===== src/rtl/core/epq_pkg.sv =====
package epq_pkg;

   localparam int unsigned TICK_W    = 32;
   localparam int unsigned ELAPSED_W = 16;
   localparam int unsigned MODE_W    = 2;
   localparam int unsigned CSR_IDX_W = 2;
   localparam int unsigned CSR_DAT_W = 32;

   typedef enum logic [MODE_W-1:0] {
      MODE_IDLE  = 2'd0,
      MODE_TRUE  = 2'd1,
      MODE_FALSE = 2'd2,
      MODE_BOTH  = 2'd3
   } mode_type;

   typedef enum logic [CSR_IDX_W-1:0] {
      CSR_PULSE_MODE    = 2'd0,
      CSR_INVERT_LEVEL  = 2'd1,
      CSR_TAP_ENABLE    = 2'd2,
      CSR_REPEAT_PERIOD = 2'd3
   } csr_idx_type;

   typedef struct packed {
      mode_type          pulse_mode;
      logic              invert_level;
      logic              tap_enable;
      logic [TICK_W-1:0] repeat_period;
   } cfg_type;

endpackage


===== src/rtl/core/epq_req_if.sv =====
interface epq_req_if
   import epq_pkg::*;
();
   logic                 valid;
   logic                 ready;
   logic                 restart;
   logic                 raw_level;
   logic [ELAPSED_W-1:0] elapsed_ticks;

   modport source (output valid, output restart, output raw_level, output elapsed_ticks,
                   input ready);
   modport sink   (input valid, input restart, input raw_level, input elapsed_ticks,
                   output ready);
endinterface


===== src/rtl/core/epq_rsp_if.sv =====
interface epq_rsp_if;
   logic valid;
   logic ready;
   logic fire;
   logic level_out;

   modport source (output valid, output fire, output level_out, input ready);
   modport sink   (input valid, input fire, input level_out, output ready);
endinterface


===== src/rtl/core/epq_csr.sv =====
module epq_csr
   import epq_pkg::*;
(
   input  logic                 clock,
   input  logic                 reset,
   input  logic                 csr_wr_en,
   input  logic [CSR_IDX_W-1:0] csr_index,
   input  logic [CSR_DAT_W-1:0] csr_wr_data,
   output cfg_type              cfg
);

   cfg_type cfg_ff, cfg_in;

   always_comb begin
      cfg_in = cfg_ff;
      if (csr_wr_en) begin
         unique case (csr_idx_type'(csr_index))
            CSR_PULSE_MODE:    cfg_in.pulse_mode    = mode_type'(csr_wr_data[MODE_W-1:0]);
            CSR_INVERT_LEVEL:  cfg_in.invert_level  = csr_wr_data[0];
            CSR_TAP_ENABLE:    cfg_in.tap_enable    = csr_wr_data[0];
            CSR_REPEAT_PERIOD: cfg_in.repeat_period = csr_wr_data[TICK_W-1:0];
            default:           cfg_in = cfg_ff;
         endcase
      end
   end

   always_ff @(posedge clock) begin
      if (reset) begin
         cfg_ff <= '{pulse_mode: MODE_IDLE, invert_level: 1'b0, tap_enable: 1'b0,
                     repeat_period: '0};
      end else begin
         cfg_ff <= cfg_in;
      end
   end

   assign cfg = cfg_ff;

endmodule


===== src/rtl/core/epq_core.sv =====
module epq_core
   import epq_pkg::*;
(
   input  logic      clock,
   input  logic      reset,
   input  cfg_type   cfg,
   epq_req_if.sink   req_ch,
   epq_rsp_if.source rsp_ch
);

   // input register
   logic                 s1_valid_ff, s1_valid_in;
   logic                 s1_restart_ff;
   logic                 s1_raw_ff;
   logic [ELAPSED_W-1:0] s1_elapsed_ff;

   // result register
   logic rsp_valid_ff, rsp_valid_in;
   logic rsp_fire_ff;
   logic rsp_level_ff;

   // qualifier state
   logic              first_pass_ff, first_pass_in;
   logic              held_ff, held_in;
   logic              armed_ff, armed_in;
   logic              was_in_ff, was_in_in;
   logic [TICK_W-1:0] tick_ff, tick_in;

   logic              out_adv, s1_adv, req_take;
   logic              fp, held_pre, armed_pre, lvl, changed, mode_rep;
   logic [TICK_W:0]   sum_wide;
   logic [TICK_W-1:0] sum_sat, tick_acc;
   logic              evaluate, repeat_flag, dispatch_eval, dispatch_tap, fire_c;

   assign out_adv      = !rsp_valid_ff || rsp_ch.ready;
   assign s1_adv       = s1_valid_ff && out_adv;
   assign req_ch.ready = !s1_valid_ff || out_adv;
   assign req_take     = req_ch.valid && req_ch.ready;
   assign s1_valid_in  = req_take || (s1_valid_ff && !out_adv);
   assign rsp_valid_in = s1_adv || (rsp_valid_ff && !rsp_ch.ready);

   // qualification of the word in the input register
   always_comb begin
      fp        = s1_restart_ff | first_pass_ff;
      held_pre  = !s1_restart_ff & held_ff;
      armed_pre = s1_restart_ff | armed_ff;
      lvl       = s1_raw_ff ^ cfg.invert_level;
      changed   = held_pre != lvl;
      mode_rep  = (cfg.pulse_mode == MODE_TRUE) || (cfg.pulse_mode == MODE_BOTH);

      sum_wide = {1'b0, tick_ff} + {{(TICK_W + 1 - ELAPSED_W){1'b0}}, s1_elapsed_ff};
      sum_sat  = sum_wide[TICK_W] ? {TICK_W{1'b1}} : sum_wide[TICK_W-1:0];
      tick_acc = fp ? tick_ff : sum_sat;

      evaluate    = fp || (sum_sat >= cfg.repeat_period) ||
                    (cfg.pulse_mode == MODE_IDLE) || changed;
      repeat_flag = evaluate && (tick_acc > cfg.repeat_period);
      tick_in     = evaluate ? '0 : tick_acc;

      dispatch_eval = 1'b0;
      if (evaluate) begin
         unique case (cfg.pulse_mode)
            MODE_IDLE:  dispatch_eval = changed;
            MODE_TRUE:  dispatch_eval = changed | lvl;
            MODE_FALSE: dispatch_eval = changed | !lvl;
            MODE_BOTH:  dispatch_eval = 1'b1;
            default:    dispatch_eval = changed;
         endcase
      end

      // one-shot tap: press pulse, then a release pulse
      held_in      = lvl;
      armed_in     = armed_pre;
      was_in_in    = was_in_ff;
      dispatch_tap = dispatch_eval;
      if (cfg.tap_enable) begin
         priority if (armed_pre && lvl) begin
            dispatch_tap = 1'b1;
            held_in      = 1'b1;
            armed_in     = 1'b0;
            was_in_in    = 1'b1;
         end else if (was_in_ff) begin
            dispatch_tap = 1'b1;
            held_in      = 1'b0;
            armed_in     = mode_rep ? 1'b1 : armed_pre;
            was_in_in    = 1'b0;
         end else begin
            dispatch_tap = 1'b0;
            held_in      = 1'b0;
            armed_in     = !lvl ? 1'b1 : armed_pre;
         end
      end

      first_pass_in = 1'b0;
      fire_c        = dispatch_tap || (mode_rep && held_in && repeat_flag);
   end

   always_ff @(posedge clock) begin
      if (reset) begin
         s1_valid_ff   <= 1'b0;
         rsp_valid_ff  <= 1'b0;
         first_pass_ff <= 1'b1;
         held_ff       <= 1'b0;
         armed_ff      <= 1'b1;
         was_in_ff     <= 1'b0;
         tick_ff       <= '0;
      end else begin
         s1_valid_ff  <= s1_valid_in;
         rsp_valid_ff <= rsp_valid_in;
         if (s1_adv) begin
            first_pass_ff <= first_pass_in;
            held_ff       <= held_in;
            armed_ff      <= armed_in;
            was_in_ff     <= was_in_in;
            tick_ff       <= tick_in;
         end
      end
   end

   always_ff @(posedge clock) begin
      if (req_take) begin
         s1_restart_ff <= req_ch.restart;
         s1_raw_ff     <= req_ch.raw_level;
         s1_elapsed_ff <= req_ch.elapsed_ticks;
      end
      if (s1_adv) begin
         rsp_fire_ff  <= fire_c;
         rsp_level_ff <= held_in;
      end
   end

   assign rsp_ch.valid     = rsp_valid_ff;
   assign rsp_ch.fire      = rsp_fire_ff;
   assign rsp_ch.level_out = rsp_level_ff;

endmodule


===== src/rtl/core/event_pulse_trigger_qualifier.sv =====
// Channel  Dir  Handshake      Word
// req_ch   in   valid/ready    restart, raw_level, elapsed_ticks[15:0]
// rsp_ch   out  valid/ready    fire, level_out
// csr      in   csr_wr_en      csr_index[1:0], csr_wr_data[31:0]
//
// One word in, one word out: the input register, then the qualifier logic
// (32-bit saturating tick add plus period compares) into the result
// register. A new word is taken every cycle unless rsp_ch stalls.
// reset is synchronous, active high; it clears the config registers and the
// qualifier state (first pass set, tap armed, tick count zero).
// A stalled rsp_ch holds the result register; the input register keeps
// accepting until it is also full, then req_ch.ready drops.
module event_pulse_trigger_qualifier
   import epq_pkg::*;
(
   input  logic                 clock,
   input  logic                 reset,
   epq_req_if.sink              req_ch,
   epq_rsp_if.source            rsp_ch,
   input  logic                 csr_wr_en,
   input  logic [CSR_IDX_W-1:0] csr_index,
   input  logic [CSR_DAT_W-1:0] csr_wr_data
);

   cfg_type cfg;

   // config registers; the user must write them only while the pipeline is empty (not enforced here)
   epq_csr u_csr (
      .clock       (clock),
      .reset       (reset),
      .csr_wr_en   (csr_wr_en),
      .csr_index   (csr_index),
      .csr_wr_data (csr_wr_data),
      .cfg         (cfg)
   );

   // two-stage qualifier pipeline holding the per-stream state
   epq_core u_core (
      .clock  (clock),
      .reset  (reset),
      .cfg    (cfg),
      .req_ch (req_ch),
      .rsp_ch (rsp_ch)
   );

endmodule

===== src/flat_wrapper.sv =====
// flat-port wrapper written by rule: the top's interface ports become plain ports
module event_pulse_trigger_qualifier_flat import epq_pkg::*;
  (clock, reset, csr_wr_en, csr_index, csr_wr_data, req_ch_valid, req_ch_restart, req_ch_raw_level, req_ch_elapsed_ticks, req_ch_ready, rsp_ch_valid, rsp_ch_fire, rsp_ch_level_out, rsp_ch_ready);
  epq_req_if req_ch_i ();
  epq_rsp_if rsp_ch_i ();
  input  logic clock;
  input  logic reset;
  input  logic csr_wr_en;
  input  logic [CSR_IDX_W-1:0] csr_index;
  input  logic [CSR_DAT_W-1:0] csr_wr_data;
  input wire logic [$bits(req_ch_i.valid)-1:0] req_ch_valid;
  input wire logic [$bits(req_ch_i.restart)-1:0] req_ch_restart;
  input wire logic [$bits(req_ch_i.raw_level)-1:0] req_ch_raw_level;
  input wire logic [$bits(req_ch_i.elapsed_ticks)-1:0] req_ch_elapsed_ticks;
  output wire logic [$bits(req_ch_i.ready)-1:0] req_ch_ready;
  output wire logic [$bits(rsp_ch_i.valid)-1:0] rsp_ch_valid;
  output wire logic [$bits(rsp_ch_i.fire)-1:0] rsp_ch_fire;
  output wire logic [$bits(rsp_ch_i.level_out)-1:0] rsp_ch_level_out;
  input wire logic [$bits(rsp_ch_i.ready)-1:0] rsp_ch_ready;
  assign req_ch_i.valid = req_ch_valid;
  assign req_ch_i.restart = req_ch_restart;
  assign req_ch_i.raw_level = req_ch_raw_level;
  assign req_ch_i.elapsed_ticks = req_ch_elapsed_ticks;
  assign req_ch_ready = req_ch_i.ready;
  assign rsp_ch_valid = rsp_ch_i.valid;
  assign rsp_ch_fire = rsp_ch_i.fire;
  assign rsp_ch_level_out = rsp_ch_i.level_out;
  assign rsp_ch_i.ready = rsp_ch_ready;
  event_pulse_trigger_qualifier u_core (.clock(clock), .reset(reset), .req_ch(req_ch_i), .rsp_ch(rsp_ch_i), .csr_wr_en(csr_wr_en), .csr_index(csr_index), .csr_wr_data(csr_wr_data));
endmodule

===== config.mk =====
export PLATFORM = sky130hd
export DESIGN_NAME = event_pulse_trigger_qualifier_flat
export DESIGN_NICKNAME = d
export VERILOG_FILES = /design/src/rtl/core/epq_pkg.sv /design/src/rtl/core/epq_req_if.sv /design/src/rtl/core/epq_rsp_if.sv /design/src/rtl/core/epq_csr.sv /design/src/rtl/core/epq_core.sv /design/src/rtl/core/event_pulse_trigger_qualifier.sv /design/src/flat_wrapper.sv
export SDC_FILE = /design/constraint.sdc
export NUM_CORES = 1
export LEC_CHECK = 0
export CAP_MARGIN = 20
export CORE_UTILIZATION = 45
export DETAILED_ROUTE_END_ITERATION = 6
export DONT_BUFFER_PORTS = 1
export SYNTH_ARGS = -nofsm -noshare
export SYNTH_HDL_FRONTEND = slang
export SYNTH_SLANG_ARGS = --single-unit

===== constraint.sdc =====
create_clock -name clock -period 6.3 [get_ports clock]
set_input_delay 0.945 -clock clock [delete_from_list [all_inputs] [get_ports clock]]
set_output_delay 0.945 -clock clock [all_outputs]
set_load 0.005 [all_outputs]

==> impl_metrics.toml <==
[worst_setup_path]
end_kind = "flip-flop"
crit_buf_inv = 1
path_max_fanout = 18
path_class = "reg2reg"
cpPeakStageDelay_ns = 0.67
cp-start-kind = "flip-flop"
critPathSlowestCell = "and2_1"
cp.required_ns = 6.60
worstPathCellList = "ha_1 > fa_1 > a211oi_2 > o21ai_2 > o21ai_4 > a21oi_2 > nand3_1 > buf_4 > nand2_1 > ha_1 > a21oi_1 > nand2_1 > a221oi_1 > o21ai_0 > a311oi_1 > and2_1 > o21ai_1 > o2bb2a_1"
critPathTopFamily = "compound AO/OA/AOI/OAI gates"
cp.arrival_ns = 5.66

[clock_network]
clkTransAtPathRegs_ns = 0.07
cts.hold.buffers_added = 0
numCtsBuffers = 9
clk_latency_ns = 0.37
cts_tree = "yes"
cts_resized = 0
cts_sinks = 94
htreeDepth = 3
clk_path_buf_depth = 2
post_cts_buffers = 0
cts-root-buf = "clkbuf_16"

[drt]
dr_total_vias = 5911
totalWireLength_um = 18050
drt-pass1-iter-count = 5
route.detailed.drc = 0
viasPerCell = 5.893
postRouteAntennaNets = 0
drt_iter0_drc = 399
wl_per_cell_um = 18.00

[logic_synthesis]
yosysSeqAreaShare = 0.3137
yosys-top-cells-area = "dfxtp_1, ha_1, edfxtp_1"
ys_ff_latch = 94
synthesis.nets = 973
synth_most_common_cell = "nand2_1"
synthFlopType = "dfxtp_1"
synth_top_area_share = 0.2232
synth_top_cell_by_area = "dfxtp_1"
synthArstFlopShare = 0
synth_common_cells = "nand2_1, a21oi_1, ha_1, nor2_1, dfxtp_1"
syn_area_per_cell_um2 = 7.988
synthDistinctLibCells = 66
synth_area_um2 = 6638
ys_warn_count = 0
synth_edf_count = 20
syn_inst = 831

[timing]
max-slew-margin-rel = 0.3358
hold-worst-slack_ns = 0.4515
max_freq_ghz = 0.1869
rsz0062_at_grt = "false"
skew_ns = 0.01193
hold_viol = 0
drv_slew = 0
tightest_slew_ns = 0.9963
layout_min_cycle_time_ns = 5.352
period_share = 0.8495
setup_viol = 0
fin_setup_tns_ns = 0

[status]
status = "finished clean"

[finish]
drive_gt1_frac = 0.05861
stdcell_count = 1003
final_net_count = 956
area_growth_syn_to_layout_pct = 6.861
antenna_cells = 0

[pwr]
ir_worst_vdd_uv = 126.3
power_density_nw_per_um2 = 190.8
leakage_nw = 2.893

[floorplan]
die_y_um = 123.5
die_w_um = 123.5
start_util = 0.4584
row_count = 44
ioPinCount = 61
dieArea_um2 = 15240
core_um2 = 14480

[worst_hold_path]
hp-class = "reg2reg"

[grt]
grt.total_usage = 0.2499
grt_overflow_total = 0
grt_pass1_vias = 5616
grt_max_degree = 49
antenna_found_initial = 1
grt_pass1_wl_um = 28790

[place]
placed_cells = 986
post-dp-hpwl_um = 13720
port_buffers = 0
gp_congestion = 0.8953

[flow_run]
cap_violations = 0
## report_power, final
part           switching [W]  internal [W]  leakage (nW)
clock               0.000272      0.000280         0.142
combinational       0.000100     0.0000592          1.96
sequential        0.00000939      0.000632         0.794
## registers in the layout, summed over array words and instances, names as in the netlist
name,count
u_core.u_csr.cfg,36
u_core.u_core.tick_ff,32
u_core.u_core.s1_elapsed_ff,16
u_core.u_core.armed_ff,1
u_core.u_core.first_pass_ff,1
u_core.u_core.held_ff,1
u_core.u_core.rsp_ch.fire,1
u_core.u_core.rsp_ch.level_out,1
u_core.u_core.rsp_ch.valid,1
u_core.u_core.s1_raw_ff,1
u_core.u_core.s1_restart_ff,1
u_core.u_core.s1_valid_ff,1
u_core.u_core.was_in_ff,1
## routing by layer
metal  track usage  routed length (um)  vias to the layer above
met4       0.08358                 324                        2
li1              -                   -                     2947
met2        0.3778                7840                      191
met5             0                  12                        -
met3       0.05028                1172                       25
met1        0.3521                8702                     2746
## metrics by stage
stage / utilization / total power (W) / setup slack (ns) / instance area, um2
2_1_floorplan: - / 0.0007726 / 1.951 / 6638
3_3_place_gp: 0.4673 / 0.0008068 / 1.208 / 6766
3_5_place_dp: 0.4684 / 0.0008131 / 1.015 / 6782
4_1_cts: 0.4882 / 0.001365 / 0.9554 / 7068
5_1_grt: 0.4899 / 0.001413 / 0.5223 / 7093
6_report: 0.4899 / 0.001353 / 0.9483 / 7093
## cell usage in the layout (no fill, tap or decap), drive strengths merged, types with 19 or more instances in the layout
cell    instances
ha             84
o21ai          38
a21oi          99
nand4          20
edfxtp         20
nand2         138
a21o           19
dfxtp          74
inv            51
nor2           75
nand3          21
## final cells by class
class / instances / area [um2]
Fill cell: 1445 / 7386
Multi-Input combinational cell: 656 / 4244
Sequential cell: 94 / 2082
Tap cell: 184 / 230.2
Clock buffer: 10 / 229.0
Inverter: 46 / 172.7
Timing Repair Buffer: 7 / 77.57
Clock inverter: 6 / 57.56
## kinds of logic (layout without fill, tap and decap cells)
kind of cell             Yosys count  after routing  share of synthesized area
AND/OR/NAND/NOR                  302            302                     0.2036
AO/OA/AOI/OAI                    240            240                     0.2343
flip-flops                        94             94                     0.3137
adder cells (fa/ha/maj)           85             85                     0.1614
buffers and inverters             81             69                    0.04731
XOR/XNOR                          23             23                    0.03035
multiplexers                       6              6                   0.009425
## tightest hold or removal path, delay by kind of cell, from the launching register on
kind               cells  cell delay [ns]
DFF                    1             0.31
and+or+nand+nor        1             0.05
AOI/OAI and AO/OA      1             0.05
## worst paths after layout
path              slack, ns                                startpoint  depth (start not counted)                                      to
setup / recovery       0.95  u_core.u_core.s1_elapsed_ff[0]$_DFFE_PP_                         18  u_core.u_core.tick_ff[27]$_SDFFE_PP0P_
hold / removal         0.45          u_core.u_csr.cfg[3]$_SDFFE_PP0P_                          2        u_core.u_csr.cfg[3]$_SDFFE_PP0P_
setup reg to reg       0.95  u_core.u_core.s1_elapsed_ff[0]$_DFFE_PP_                         18  u_core.u_core.tick_ff[27]$_SDFFE_PP0P_
hold reg to reg        0.45          u_core.u_csr.cfg[3]$_SDFFE_PP0P_                          2        u_core.u_csr.cfg[3]$_SDFFE_PP0P_
Power figures use the tool's default switching activity.
